===== src/hw/rtl/kmsr_pkg.sv =====
// ----------------------------------------------------------------------------
// kmsr_pkg
// Shared types, constants and character tables for the key matrix scanner.
// ----------------------------------------------------------------------------
`default_nettype none

package kmsr_pkg;

    // Matrix geometry
    localparam int unsigned ROWS       = 8;
    localparam int unsigned COLUMNS    = 6;
    localparam int unsigned MATRIX_W   = ROWS * COLUMNS;
    localparam int unsigned ROW_IDX_W  = $clog2(ROWS);
    localparam int unsigned COL_IDX_W  = 3;
    localparam int unsigned COUNT_W    = 6;
    localparam int unsigned CHAR_W     = 8;
    localparam int unsigned CFG_IDX_W  = 3;

    // Modifier and special key positions
    localparam logic [ROW_IDX_W-1:0] SHIFT_ROW = 3'd1;
    localparam logic [ROW_IDX_W-1:0] CTRL_ROW  = 3'd2;
    localparam int unsigned          MOD_BIT   = 3;
    localparam logic [ROW_IDX_W-1:0] ENTER_ROW = 3'd6;
    localparam logic [COL_IDX_W-1:0] ENTER_COL = 3'd2;

    // Character constants
    localparam logic [CHAR_W-1:0] CH_SEMI      = 8'h3B;
    localparam logic [CHAR_W-1:0] CH_LOWER_A   = 8'h61;
    localparam logic [CHAR_W-1:0] CH_LOWER_Z   = 8'h7A;
    localparam logic [CHAR_W-1:0] CASE_OFFSET  = 8'h20;
    localparam logic [CHAR_W-1:0] CTRL_MASK    = 8'h1F;

    // Configuration register indexes
    localparam logic [CFG_IDX_W-1:0] CFG_FIRST_DELAY    = 3'd0;
    localparam logic [CFG_IDX_W-1:0] CFG_REPEAT_DELAY   = 3'd1;
    localparam logic [CFG_IDX_W-1:0] CFG_ENTER_CODE     = 3'd2;
    localparam logic [CFG_IDX_W-1:0] CFG_BACKSPACE_CODE = 3'd3;

    // Configuration reset values
    localparam logic [CHAR_W-1:0] FIRST_DELAY_RST    = 8'd32;
    localparam logic [CHAR_W-1:0] REPEAT_DELAY_RST   = 8'd4;
    localparam logic [CHAR_W-1:0] ENTER_CODE_RST     = 8'd13;
    localparam logic [CHAR_W-1:0] BACKSPACE_CODE_RST = 8'd8;

    // Controller states
    typedef enum logic [1:0] {
        ST_IDLE,
        ST_SCAN,
        ST_DONE
    } t_state;

    // Status from the row scanner to the controller
    typedef struct packed {
        logic                 busy;
        logic                 fresh;
        logic [COUNT_W-1:0]   keys_held;
        logic [ROW_IDX_W-1:0] last_row;
        logic [COL_IDX_W-1:0] last_col;
        logic                 shift;
        logic                 ctrl;
    } t_scan_status;

    typedef logic [CHAR_W-1:0] t_char_row [COLUMNS];
    typedef t_char_row         t_char_map [ROWS];

    // Unshifted characters, indexed by row then column.
    localparam t_char_map PLAIN_MAP = '{
        '{8'h74, 8'h77, 8'h00, 8'h65, 8'h71, 8'h72},
        '{8'h67, 8'h73, 8'h00, 8'h64, 8'h61, 8'h66},
        '{8'h62, 8'h78, 8'h00, 8'h63, 8'h7A, 8'h76},
        '{8'h35, 8'h32, 8'h00, 8'h33, 8'h31, 8'h34},
        '{8'h6E, 8'h2E, 8'h00, 8'h2C, 8'h20, 8'h6D},
        '{8'h36, 8'h39, 8'h2D, 8'h38, 8'h30, 8'h37},
        '{8'h79, 8'h6F, 8'h00, 8'h69, 8'h70, 8'h75},
        '{8'h68, 8'h6C, 8'h3A, 8'h6B, 8'h3B, 8'h6A}
    };

    // Shifted characters, indexed by row then column.
    localparam t_char_map SHIFTED_MAP = '{
        '{8'h74, 8'h77, 8'h00, 8'h65, 8'h71, 8'h72},
        '{8'h67, 8'h73, 8'h00, 8'h64, 8'h61, 8'h66},
        '{8'h62, 8'h78, 8'h00, 8'h63, 8'h7A, 8'h76},
        '{8'h25, 8'h22, 8'h00, 8'h23, 8'h21, 8'h24},
        '{8'h5E, 8'h3E, 8'h00, 8'h3C, 8'h20, 8'h5C},
        '{8'h26, 8'h29, 8'h3D, 8'h28, 8'h40, 8'h27},
        '{8'h7E, 8'h5B, 8'h00, 8'h7D, 8'h5D, 8'h7B},
        '{8'h68, 8'h3F, 8'h2A, 8'h2F, 8'h2B, 8'h7C}
    };

endpackage

`default_nettype wire


===== src/hw/rtl/kmsr_row_scan.sv =====
// ----------------------------------------------------------------------------
// kmsr_row_scan
// Row-serial comparison of the new matrix against the previous one. One
// six-bit row is taken from a shift register each cycle.
// ----------------------------------------------------------------------------
`default_nettype none

module kmsr_row_scan (
    input  wire logic                              i_clk,
    input  wire logic                              i_rst_n,
    input  wire logic                              i_start,
    input  wire logic [kmsr_pkg::MATRIX_W-1:0]     i_key_matrix,
    output kmsr_pkg::t_scan_status                 o_status
);

    localparam int unsigned RW = kmsr_pkg::COLUMNS;
    localparam int unsigned MW = kmsr_pkg::MATRIX_W;
    localparam int unsigned PW = $clog2(kmsr_pkg::COLUMNS + 1);

    logic [MW-1:0]                  r_cur;
    logic [MW-1:0]                  r_prev;
    logic [kmsr_pkg::ROW_IDX_W-1:0] r_row;
    logic                           r_busy;
    logic                           r_fresh;
    logic [kmsr_pkg::COUNT_W-1:0]   r_keys_held;
    logic [kmsr_pkg::ROW_IDX_W-1:0] r_last_row;
    logic [kmsr_pkg::COL_IDX_W-1:0] r_last_col;

    logic [RW-1:0]                  now_bits;
    logic [RW-1:0]                  before_bits;
    logic [RW-1:0]                  mod_mask;
    logic [RW-1:0]                  diff;
    logic [RW-1:0]                  press;
    logic [RW-1:0]                  release_bits;
    logic [PW-1:0]                  press_cnt;
    logic [PW-1:0]                  release_cnt;
    logic                           any_press;
    logic [kmsr_pkg::COL_IDX_W-1:0] press_col;
    logic [kmsr_pkg::COUNT_W-1:0]   n_keys_held;

    // Differences within the current row, with modifier keys masked out.
    always_comb begin
        now_bits     = r_cur[RW-1:0];
        before_bits  = r_prev[RW-1:0];
        mod_mask     = '0;
        if (r_row == kmsr_pkg::SHIFT_ROW || r_row == kmsr_pkg::CTRL_ROW) begin
            mod_mask[kmsr_pkg::MOD_BIT] = 1'b1;
        end
        diff         = (now_bits ^ before_bits) & ~mod_mask;
        press        = diff & now_bits;
        release_bits = diff & before_bits;
    end

    // Count presses and releases, and find the last new press in scan order.
    // Scan order runs from the high bit down, so the lowest set bit wins.
    always_comb begin
        press_cnt   = '0;
        release_cnt = '0;
        any_press   = 1'b0;
        press_col   = '0;
        for (int b = RW - 1; b >= 0; b--) begin
            press_cnt   = press_cnt + PW'(press[b]);
            release_cnt = release_cnt + PW'(release_bits[b]);
            if (press[b]) begin
                any_press = 1'b1;
                press_col = kmsr_pkg::COL_IDX_W'(RW - 1 - b);
            end
        end
        n_keys_held = r_keys_held
                    + kmsr_pkg::COUNT_W'(press_cnt)
                    - kmsr_pkg::COUNT_W'(release_cnt);
    end

    // Control state of the scan.
    always_ff @(posedge i_clk) begin
        if (!i_rst_n) begin
            r_busy      <= 1'b0;
            r_row       <= '0;
            r_fresh     <= 1'b0;
            r_keys_held <= '0;
            r_last_row  <= '0;
            r_last_col  <= '0;
            r_prev      <= '0;
        end else if (i_start) begin
            r_busy  <= 1'b1;
            r_row   <= '0;
            r_fresh <= 1'b0;
        end else if (r_busy) begin
            r_row       <= r_row + 1'b1;
            r_keys_held <= n_keys_held;
            r_prev      <= {now_bits, r_prev[MW-1:RW]};
            if (r_row == kmsr_pkg::ROW_IDX_W'(kmsr_pkg::ROWS - 1)) begin
                r_busy <= 1'b0;
            end
            if (any_press) begin
                r_fresh    <= 1'b1;
                r_last_row <= r_row;
                r_last_col <= press_col;
            end
        end
    end

    // New matrix shifts out one row per cycle.
    always_ff @(posedge i_clk) begin
        if (i_start) begin
            r_cur <= i_key_matrix;
        end else if (r_busy) begin
            r_cur <= r_cur >> RW;
        end
    end

    always_comb begin
        o_status.busy      = r_busy;
        o_status.fresh     = r_fresh;
        o_status.keys_held = r_keys_held;
        o_status.last_row  = r_last_row;
        o_status.last_col  = r_last_col;
        o_status.shift     = r_prev[int'(kmsr_pkg::SHIFT_ROW) * RW + kmsr_pkg::MOD_BIT];
        o_status.ctrl      = r_prev[int'(kmsr_pkg::CTRL_ROW) * RW + kmsr_pkg::MOD_BIT];
    end

endmodule

`default_nettype wire


===== src/hw/rtl/kmsr_decode.sv =====
// ----------------------------------------------------------------------------
// kmsr_decode
// Character decode of the remembered key, with shift and ctrl applied.
// ----------------------------------------------------------------------------
`default_nettype none

module kmsr_decode (
    input  wire logic [kmsr_pkg::ROW_IDX_W-1:0] i_row,
    input  wire logic [kmsr_pkg::COL_IDX_W-1:0] i_col,
    input  wire logic                           i_shift,
    input  wire logic                           i_ctrl,
    input  wire logic [kmsr_pkg::CHAR_W-1:0]    i_enter_code,
    input  wire logic [kmsr_pkg::CHAR_W-1:0]    i_backspace_code,
    output logic      [kmsr_pkg::CHAR_W-1:0]    o_char
);

    logic                        is_enter;
    logic                        col_ok;
    logic [kmsr_pkg::CHAR_W-1:0] plain_ch;
    logic [kmsr_pkg::CHAR_W-1:0] shifted_ch;

    // Table lookup; the enter key takes its code from a register.
    always_comb begin
        is_enter   = (i_row == kmsr_pkg::ENTER_ROW) && (i_col == kmsr_pkg::ENTER_COL);
        col_ok     = (i_col < kmsr_pkg::COL_IDX_W'(kmsr_pkg::COLUMNS));
        plain_ch   = '0;
        shifted_ch = '0;
        if (col_ok) begin
            plain_ch   = kmsr_pkg::PLAIN_MAP[i_row][i_col];
            shifted_ch = kmsr_pkg::SHIFTED_MAP[i_row][i_col];
        end
        if (is_enter) begin
            plain_ch   = i_enter_code;
            shifted_ch = i_enter_code;
        end
    end

    // Modifier handling.
    always_comb begin
        priority if (i_ctrl && i_shift) begin
            if (plain_ch == kmsr_pkg::CH_SEMI) begin
                o_char = i_backspace_code;
            end else begin
                o_char = plain_ch & kmsr_pkg::CTRL_MASK;
            end
        end else if (i_ctrl) begin
            if (plain_ch >= kmsr_pkg::CH_LOWER_A && plain_ch <= kmsr_pkg::CH_LOWER_Z) begin
                o_char = plain_ch - kmsr_pkg::CASE_OFFSET;
            end else begin
                o_char = plain_ch;
            end
        end else if (i_shift) begin
            o_char = shifted_ch;
        end else begin
            o_char = plain_ch;
        end
    end

endmodule

`default_nettype wire


===== src/hw/rtl/key_matrix_scanner_repeat_unit.sv =====
// ----------------------------------------------------------------------------
// key_matrix_scanner_repeat_unit
// Keyboard matrix scanner with auto-repeat: compares each scan with the last
// one row by row, tracks held keys and emits decoded characters.
// ----------------------------------------------------------------------------
//
//  Channel   Direction  Handshake                  Payload
//  -------   ---------  -------------------------  -------------------------
//  in        sink       i_in_valid / o_in_stall    i_key_matrix [47:0]
//  out       source     o_out_valid / i_out_stall  o_char_code [7:0]
//  cfg       sink       i_cfg_valid / o_cfg_ready  i_cfg_index, i_cfg_data
//
//  From acceptance to the result register a scan goes through the row scanner,
//  one row of the matrix per cycle, then through a hand-over step and the
//  repeat decision.
//  A scan that produces no character still goes through the same steps.
//  The input stays stalled until the decision is made, so the next scan is
//  accepted in the cycle after it, even while a character is still held in
//  the output register.
//  If the output register is full and stalled, a decision that emits waits for it.
//  Reset restores the configuration defaults and clears all key state.
// ----------------------------------------------------------------------------
`default_nettype none

module key_matrix_scanner_repeat_unit (
    input  wire logic                              i_clk,
    input  wire logic                              i_rst_n,
    // Scan input
    input  wire logic                              i_in_valid,
    output logic                                   o_in_stall,
    input  wire logic [kmsr_pkg::MATRIX_W-1:0]     i_key_matrix,
    // Character output
    output logic                                   o_out_valid,
    input  wire logic                              i_out_stall,
    output logic      [kmsr_pkg::CHAR_W-1:0]       o_char_code,
    // Configuration writes
    input  wire logic                              i_cfg_valid,
    output logic                                   o_cfg_ready,
    input  wire logic [kmsr_pkg::CFG_IDX_W-1:0]    i_cfg_index,
    input  wire logic [kmsr_pkg::CHAR_W-1:0]       i_cfg_data
);

    kmsr_pkg::t_state       r_state;
    kmsr_pkg::t_state       n_state;
    kmsr_pkg::t_scan_status scan_st;

    logic [kmsr_pkg::CHAR_W-1:0] r_first_delay;
    logic [kmsr_pkg::CHAR_W-1:0] r_repeat_delay;
    logic [kmsr_pkg::CHAR_W-1:0] r_enter_code;
    logic [kmsr_pkg::CHAR_W-1:0] r_backspace_code;
    logic [kmsr_pkg::CHAR_W-1:0] r_timer;
    logic [kmsr_pkg::CHAR_W-1:0] n_timer;
    logic                        r_out_valid;
    logic [kmsr_pkg::CHAR_W-1:0] r_char;
    logic [kmsr_pkg::CHAR_W-1:0] dec_char;

    logic                        in_accept;
    logic                        out_free;
    logic                        held_ok;
    logic [kmsr_pkg::CHAR_W-1:0] timer_dec;
    logic                        emit;
    logic                        decide;

    assign in_accept = i_in_valid && !o_in_stall;
    assign out_free  = !r_out_valid || !i_out_stall;

    kmsr_row_scan u_row_scan (
        .i_clk        (i_clk),
        .i_rst_n      (i_rst_n),
        .i_start      (in_accept),
        .i_key_matrix (i_key_matrix),
        .o_status     (scan_st)
    );

    kmsr_decode u_decode (
        .i_row            (scan_st.last_row),
        .i_col            (scan_st.last_col),
        .i_shift          (scan_st.shift),
        .i_ctrl           (scan_st.ctrl),
        .i_enter_code     (r_enter_code),
        .i_backspace_code (r_backspace_code),
        .o_char           (dec_char)
    );

    // Repeat decision once the whole matrix has been compared.
    always_comb begin
        held_ok   = (scan_st.keys_held != '0)
                 && (scan_st.keys_held < kmsr_pkg::COUNT_W'(3));
        timer_dec = r_timer - 1'b1;
        emit      = 1'b0;
        n_timer   = r_timer;
        if (held_ok) begin
            if (scan_st.fresh) begin
                emit    = 1'b1;
                n_timer = r_first_delay;
            end else if (timer_dec == '0) begin
                emit    = 1'b1;
                n_timer = r_repeat_delay;
            end else begin
                n_timer = timer_dec;
            end
        end
    end

    // Next state.
    always_comb begin
        n_state = r_state;
        unique case (r_state)
            kmsr_pkg::ST_IDLE: begin
                if (in_accept) begin
                    n_state = kmsr_pkg::ST_SCAN;
                end
            end
            kmsr_pkg::ST_SCAN: begin
                if (!scan_st.busy) begin
                    n_state = kmsr_pkg::ST_DONE;
                end
            end
            kmsr_pkg::ST_DONE: begin
                if (!emit || out_free) begin
                    n_state = kmsr_pkg::ST_IDLE;
                end
            end
            default: n_state = kmsr_pkg::ST_IDLE;
        endcase
    end

    // State outputs; the input is held off while reset is applied.
    always_comb begin
        o_in_stall = 1'b1;
        decide     = 1'b0;
        unique case (r_state)
            kmsr_pkg::ST_IDLE: o_in_stall = !i_rst_n;
            kmsr_pkg::ST_SCAN: o_in_stall = 1'b1;
            kmsr_pkg::ST_DONE: decide     = !emit || out_free;
            default:           o_in_stall = 1'b1;
        endcase
    end

    // State register and repeat timer.
    always_ff @(posedge i_clk) begin
        if (!i_rst_n) begin
            r_state <= kmsr_pkg::ST_IDLE;
            r_timer <= '0;
        end else begin
            r_state <= n_state;
            if (decide) begin
                r_timer <= n_timer;
            end
        end
    end

    // Configuration registers.
    always_ff @(posedge i_clk) begin
        if (!i_rst_n) begin
            r_first_delay    <= kmsr_pkg::FIRST_DELAY_RST;
            r_repeat_delay   <= kmsr_pkg::REPEAT_DELAY_RST;
            r_enter_code     <= kmsr_pkg::ENTER_CODE_RST;
            r_backspace_code <= kmsr_pkg::BACKSPACE_CODE_RST;
        end else if (i_cfg_valid && o_cfg_ready) begin
            unique case (i_cfg_index)
                kmsr_pkg::CFG_FIRST_DELAY:    r_first_delay    <= i_cfg_data;
                kmsr_pkg::CFG_REPEAT_DELAY:   r_repeat_delay   <= i_cfg_data;
                kmsr_pkg::CFG_ENTER_CODE:     r_enter_code     <= i_cfg_data;
                kmsr_pkg::CFG_BACKSPACE_CODE: r_backspace_code <= i_cfg_data;
                default: ;
            endcase
        end
    end

    // Output register.
    always_ff @(posedge i_clk) begin
        if (!i_rst_n) begin
            r_out_valid <= 1'b0;
        end else if (decide && emit) begin
            r_out_valid <= 1'b1;
        end else if (!i_out_stall) begin
            r_out_valid <= 1'b0;
        end
    end

    always_ff @(posedge i_clk) begin
        if (decide && emit) begin
            r_char <= dec_char;
        end
    end

    assign o_out_valid = r_out_valid;
    assign o_char_code = r_char;
    assign o_cfg_ready = 1'b1;

    // An accepted scan always starts the row scanner.
    a_accept_starts_scan: assert property (@(posedge i_clk) disable iff (!i_rst_n)
        in_accept |=> (r_state == kmsr_pkg::ST_SCAN) && scan_st.busy)
        else $error("accepted scan did not start the row scanner");

    // A character only appears after a repeat decision.
    a_out_from_decision: assert property (@(posedge i_clk) disable iff (!i_rst_n)
        $rose(o_out_valid) |-> $past(r_state) == kmsr_pkg::ST_DONE)
        else $error("output became valid outside a decision");

    // The held-key count can never exceed the number of non-modifier keys.
    a_count_bound: assert property (@(posedge i_clk) disable iff (!i_rst_n)
        scan_st.keys_held <= kmsr_pkg::COUNT_W'(kmsr_pkg::MATRIX_W - 2))
        else $error("held-key count out of range");

    // The decision never overwrites a character that is still stalled.
    a_no_overwrite: assert property (@(posedge i_clk) disable iff (!i_rst_n)
        (decide && emit) |-> out_free)
        else $error("pending character overwritten");

endmodule

`default_nettype wire

===== config.mk =====
export PLATFORM = sky130hd
export DESIGN_NAME = key_matrix_scanner_repeat_unit
export DESIGN_NICKNAME = d
export VERILOG_FILES = /design/src/hw/rtl/kmsr_pkg.sv /design/src/hw/rtl/kmsr_row_scan.sv /design/src/hw/rtl/kmsr_decode.sv /design/src/hw/rtl/key_matrix_scanner_repeat_unit.sv
export SDC_FILE = /design/constraint.sdc
export NUM_CORES = 1
export LEC_CHECK = 0
export ABC_AREA = 1
export BUFFER_PORTS_ARGS = -buffer_cell sky130_fd_sc_hd__buf_2
export CORE_MARGIN = 1
export CORE_UTILIZATION = 55
export DETAILED_ROUTE_END_ITERATION = 10
export GPL_TIMING_DRIVEN = 0
export MAX_ROUTING_LAYER = met4
export PLACE_DENSITY_LB_ADDON = 0.25
export SYNTH_ARGS = -nofsm -noshare
export SYNTH_HDL_FRONTEND = slang
export SYNTH_SLANG_ARGS = --single-unit

===== constraint.sdc =====
create_clock -name i_clk -period 4.95 [get_ports i_clk]
set_input_delay 1.2375 -clock i_clk [delete_from_list [all_inputs] [get_ports i_clk]]
set_output_delay 1.2375 -clock i_clk [all_outputs]
set_load 0.005 [all_outputs]

Yosys cells after proc, flatten, opt, wreduce, memory -nomap -nowiden
Memory sizes are Yosys's and may differ from the RTL's.
Cells that the tools add are included.
{"block": "totals", "regBits": 164, "n_memories": 2, "mem_bits_ro": 768, "elab_cells": 141}
{"block": "classes", "n_bitwise": 9, "reduce_logical": 29, "eq_ne": 15, "add_sub_neg": 15, "magnitude_cmp": 6, "muxes": 49}
{"memory": "(name not given)", "words": 8, "width": 48, "rd": 1, "rd_ports_with_merged_regs": 0, "write_ports": 0, "line_no": "kmsr_decode.sv:30", "rtl": "shifted_ch = kmsr_pkg::SHIFTED_MAP[i_row][i_col];"}
{"memory": "(name not given)", "words": 8, "width": 48, "rd": 1, "rd_ports_with_merged_regs": 0, "write_ports": 0, "line_no": "kmsr_decode.sv:29", "rtl": "plain_ch = kmsr_pkg::PLAIN_MAP[i_row][i_col];"}
{"operator": "2-to-1 mux 48 bit", "n": 6}
{"operator": "2-to-1 mux 8 bit", "n": 15}
{"operator": "binary-select mux 8 bit (select 3 bit)", "n": 2}
{"operator": "adder 3 x 1 -> 3 bit", "n": 8}
{"operator": "bitwise AND 6 bit", "n": 3}
{"operator": "2-to-1 mux 1 bit", "n": 18}
{"operator": "AND reduction 2 bit", "n": 7}
{"operator": "== test 3 x 2 -> 1 bit (second input constant)", "n": 4}
{"operator": "2-to-1 mux 2 bit", "n": 5}
{"operator": "== test 8 x 6 -> 1 bit (second input constant)", "n": 1}
{"operator": ">= comparator 4 bit (second input constant)", "n": 2}
{"operator": ">= comparator 8 x 7 -> 1 bit (second input constant)", "n": 1}
{"operator": "<= comparator 8 x 7 -> 1 bit (second input constant)", "n": 1}
{"operator": "logical NOT 8 bit", "n": 1}
{"operator": "NOT 3 -> 4 bit", "n": 2}
{"operator": "subtractor 8 x 1 -> 8 bit (second input constant)", "n": 1}
{"operator": "subtractor 8 x 6 -> 8 bit (second input constant)", "n": 1}
{"operator": "adder 6 x 3 -> 6 bit", "n": 1}
{"operator": "== test 3 x 1 -> 1 bit (second input constant)", "n": 2}
{"operator": "== test 3 bit (second input constant)", "n": 2}
{"operator": "logical AND 1 bit", "n": 6}
{"operator": "less-than comparator 6 x 2 -> 1 bit (second input constant)", "n": 1}
{"operator": "2-to-1 mux 3 bit", "n": 2}
{"operator": "!= test 2 bit (second input constant)", "n": 3}
{"operator": "other kinds (19)", "n": 28}

Depth between registers and ports, before layout
{"block": "depth", "depth_word": 14, "depth_mapped": 19}

Cells and area by module
Synthesis repeated with hierarchy kept, for this count alone.
{"block": "unflattened", "cells_unflattened": 1147, "area_unflattened_um2": 8687.1}
{"module": "kmsr_row_scan", "seq_area_each_um2": 2742.6, "cells_per_inst": 562, "n_inst": 1, "area_each_um2": 4924.7}
{"module": "key_matrix_scanner_repeat_unit", "seq_area_each_um2": 1101.1, "cells_per_inst": 308, "n_inst": 1, "area_each_um2": 2264.7}
{"module": "kmsr_decode", "seq_area_each_um2": 0.0, "cells_per_inst": 277, "n_inst": 1, "area_each_um2": 1497.7}

Worst setup path before layout
No wires, ideal clock.
{"block": "synth_path", "path_kind": "register to register", "startpoint": "reg u_row_scan.r_cur[4]", "endpoint": "reg u_row_scan.r_keys_held[5] in the netlist's numbering", "path_stages_with_launch": 19, "t_arrival_ps": 3892, "required_ps": 4835, "n_path_buf": 0, "setup_ps": 115, "period_less_slack_ps": 4008, "path_slack_ps": 942, "cell_sequence": "edfxtp_1 > nand2_1 > inv_1 > ha_1 > inv_1 > fa_1 > fa_1 > fa_1 > fa_1 > inv_1 > ha_1 > nand2_1 > nor2_1 > a211oi_1 > o21bai_1 > a21oi_1 > xor2_1 > o21ai_0 > inv_1"}
{"block": "synth_between", "elab_chain_len": 10, "word_cells_on_any_way": 16, "cone_classes": "add/sub: 12; bitwise: 4"}
{"item": "from (decl)", "line_no": "kmsr_row_scan.sv:20", "rtl": "logic [MW-1:0] r_cur;"}
{"item": "from (signal assigned)", "line_no": "kmsr_row_scan.sv:106", "rtl": "r_cur <= i_key_matrix;"}
{"item": "from (signal assigned)", "line_no": "kmsr_row_scan.sv:108", "rtl": "r_cur <= r_cur >> RW;"}
{"item": "XOR 6 bit", "line_no": "kmsr_row_scan.sv:49", "rtl": "diff = (now_bits ^ before_bits) & ~mod_mask;"}
{"item": "bitwise AND 6 bit", "line_no": "kmsr_row_scan.sv:49"}
{"item": "bitwise AND 6 bit", "line_no": "kmsr_row_scan.sv:50", "rtl": "press = diff & now_bits;"}
{"item": "adder 1 x 1 -> 2 bit", "line_no": "kmsr_row_scan.sv:62", "rtl": "press_cnt = press_cnt + PW'(press[b]);"}
{"item": "adder 3 x 1 -> 3 bit (4 in a row)", "line_no": "kmsr_row_scan.sv:62"}
{"item": "adder 6 x 3 -> 6 bit", "line_no": "kmsr_row_scan.sv:70", "rtl": "+ kmsr_pkg::COUNT_W'(press_cnt)"}
{"item": "subtractor 6 x 3 -> 6 bit (*)", "line_no": "kmsr_row_scan.sv:71", "rtl": "- kmsr_pkg::COUNT_W'(release_cnt);"}
{"item": "to (signal assigned)", "line_no": "kmsr_row_scan.sv:90", "rtl": "r_keys_held <= n_keys_held;"}
{"item": "to (decl)", "line_no": "kmsr_row_scan.sv:25", "rtl": "logic [kmsr_pkg::COUNT_W-1:0] r_keys_held;"}
Every way passes the cells marked *; elsewhere a longest branch is shown, timed or not.
A chain may end at the register's enable or synchronous reset.

Final worst setup path
{"block": "layout_path", "startpoint": "reg u_row_scan.r_cur[5]", "endpoint": "reg u_row_scan.r_keys_held[5] in the netlist's numbering"}
The elaborated chain is that of the path after synthesis.

==> results.txt <==
Detail Route Antenna Nets = 0
Share of cells above drive strength 1 = 16.9%
# setup viols final = 0
Peak VDD IR = 0.283 mV
Syn Inst Count = 1000
Ys flop type = dfxtp_1
Num CTS Buffers = 17
Top-area cell type share of the netlist area = 25.9%
Die Span X = 125 um
Pwr/cell area = 372 nW/um^2
Register area share after synthesis = 46.1%
Hold Vio Cnt, Final = 0
Routability cong. = 0.947
Non-Filler Instances = 1289
Site row count = 44
Initial DRT Pass Iterations = 7
Critical path capture point type = register
Crit path DAT = 4.62 ns
Final Cell Area = 9510 um^2
Total global routing overflow = 0
CTS H-Tree Depth = 4
Min-Delay Path Class = register to register
CP Launch Type = register
Area leader, netlist = dfxtp_1
Setup TNS = 0 ns
Clock buffer depth = 2
Iter 0 DRT Violations = 616
Setup slack at placement = 0.699 ns
Residual DRC count = 0
Worst-Margin Slew = 0.656 ns
Data required, critical path = 5.27 ns
M2 GR Usage = 43.8%
Mapped Nets = 1097
Die Y = 125 um
Core area = 14600 um^2
Largest net degree at the start of global routing = 29
Slew Limit Fails = 0
CTS clk-pin slew, worst paths = 0.06 ns
Initial antenna violation count = 0
WL/cell = 15.3 um
Die area = 15700 um^2
Largest fanout on the critical path = 3
Main area contributors after synthesis = dfxtp_1 (26%), edfxtp_1 (20%), nor2_1 (7.9%)
Critical path class = register to register
Port Buffers = 72
Final net count = 1189
Syn avg cell area = 8.34 um^2
Post-synth EDFFs = 56
Post-CTS Setup Bufs = 0
Starting Density = 56.9%
CTS tree = yes
GRT Overall Usage = 27.4%
RSZ-0062 raised after global routing = no
Total number of vias = 7025
Synth Register Bits = 164
Global routing usage on met3 = 4.88%
Leakage = 0.00408 uW
Hold-fix buffers, CTS = 0
Fin crit share = 86.7%
Total wire length = 19800 um
Max Cap Violations = 0
Area Overhead vs Synth = 14.0%
Ys async rst share = 0%
Length in cells of the worst reg-to-reg path = 18
Max_slew headroom = 56.3%
GRT busiest layer = met2
Via/cell ratio = 5.45
Synth cell types = 49
Placement Cell Area = 8950 um^2
# diodes = 0
Status = completed
Ports = 75
Vias in the first global route = 6713
Worst Setup Slack, final = 0.658 ns
Clk_lat worst skew = 0.43 ns
Minimum clock period after layout = 4.29 ns
Synth Warn # = 0
Clock sink count = 164
Worst Hold Depth = 2
First-pass GRT wire length = 32600 um
Mapped cell area = 8340 um^2
Skew final = 0.0123 ns
Clock root buffer = clkbuf_16
Post-CTS Resized = 0
Post-route core utilization = 64.9%
Dpl hpwl = 14500 um
Fmax = 233 MHz
Met1 Use GR = 34.6%
Placed cell count = 1257
[path summary, 6_finish.rpt]
kind	start	to	slack, ns
worst min-delay path	r_first_delay[0]$_SDFFE_PN0P_	r_first_delay[0]$_SDFFE_PN0P_	0.45
worst min register to register	r_first_delay[0]$_SDFFE_PN0P_	r_first_delay[0]$_SDFFE_PN0P_	0.45
worst max register to register	u_row_scan.r_cur[5]$_DFFE_PP_	u_row_scan.r_keys_held[5]$_SDFFE_PN0P_	0.66
worst max-delay path	u_row_scan.r_cur[5]$_DFFE_PP_	u_row_scan.r_keys_held[5]$_SDFFE_PN0P_	0.66
[stage by stage]
step	hold WS, ns	power, uW
5_1_grt	0.487	3720
3_3_place_gp	0.442	2270
6_report	0.454	3540
3_5_place_dp	0.443	2290
2_1_floorplan	0.424	2100
4_1_cts	0.452	3550
[layout make-up]
cell class / count / area [um^2]
fillers: 1285 / 5140
multi-input cells: 694 / 3890
flip-flops and latches: 164 / 3840
clock buffers: 24 / 453
repair buffers: 73 / 380
inverters: 97 / 372
plain buffers: 45 / 236
well taps: 184 / 230
clock inverters: 8 / 105
[routing by layer]
layer,part of all wire [%],up-vias
met1,46,3266
met5,0,-
met4,1.8,0
met3,5.9,33
li1,-,3505
met2,47,221
[synth_stat cells (3+ instances only)]
master,n
inv_1,89
buf_2,3
edfxtp_1,56
nor3_2,3
mux2_2,42
or2_2,4
nor2_1,176
a21oi_1,51
ha_1,24
xor2_1,7
o21ai_0,109
buf_6,7
o21ai_1,12
xnor2_1,3
o211ai_1,13
fa_1,9
inv_4,3
nor2_2,4
clkinv_1,3
buf_4,3
nand4_1,6
nand2_2,4
dfxtp_1,108
nand2_1,150
nand3_1,49
clkbuf_1,32
[where the power goes]
group	leakage, uW	total (uW)	switching [uW]	internal (uW)
registers	0.00141	1550	46.0	1500
clock network	0.000271	1270	522	748
logic	0.00239	720	432	287
[state kept, by name (all words and copies together) (netlist names), 6 cells and up]
| name | cells |
|---|---|
| u_row_scan.r_keys_held | 6 |
| r_backspace_code | 8 |
| u_row_scan.r_cur | 48 |
| r_first_delay | 8 |
| u_row_scan.r_prev | 48 |
| r_repeat_delay | 8 |
| o_char_code | 8 |
| r_enter_code | 8 |
| r_timer | 8 |
[kinds of logic (layout without fill, tap and decap cells)]
logic type / Yosys count / after routing / synth area share (%)
other: 1 / 1 / 0.0450
multiplexers: 42 / 42 / 5.67
XOR/XNOR: 10 / 10 / 1.05
AND/OR/NAND/NOR: 406 / 406 / 20.9
AO/OA/AOI/OAI: 202 / 202 / 13.1
flip-flops: 164 / 164 / 46.1
buffers and inverters: 142 / 247 / 7.29
adder cells (fa/ha/maj): 33 / 33 / 5.76
[layout by cell type, fill, tap and decap left out, types with 3 or more instances in the layout]
cell type,instances
nor2_1,176
nand2_1,149
o21ai_0,109
dfxtp_1,108
inv_1,89
buf_2,75
edfxtp_1,56
a21oi_1,51
nand3_1,49
mux2_2,42
clkbuf_1,38
ha_1,24
clkbuf_16,17
o211ai_1,13
o21ai_1,12
fa_1,9
xor2_1,7
buf_6,7
nand4_1,6
nand2_2,5
or2_2,4
nor2_2,4
inv_4,4
nor3_2,3
clkinv_1,3
xnor2_1,3
buf_4,3
[critical path, stage by stage (launching register included)]
cell      delay [ns]
edfxtp_1        0.47
nand2_1         0.13
inv_1           0.05
ha_1            0.26
inv_1           0.05
fa_1            0.50
fa_1            0.45
fa_1            0.47
fa_1            0.55
inv_1           0.06
ha_1            0.28
nand2_1         0.06
nor2_1          0.04
a211oi_1        0.28
o21bai_1        0.12
a21oi_1         0.16
xor2_1          0.08
o21ai_0         0.14
inv_1           0.05
(Power assumes the default switching activity.)
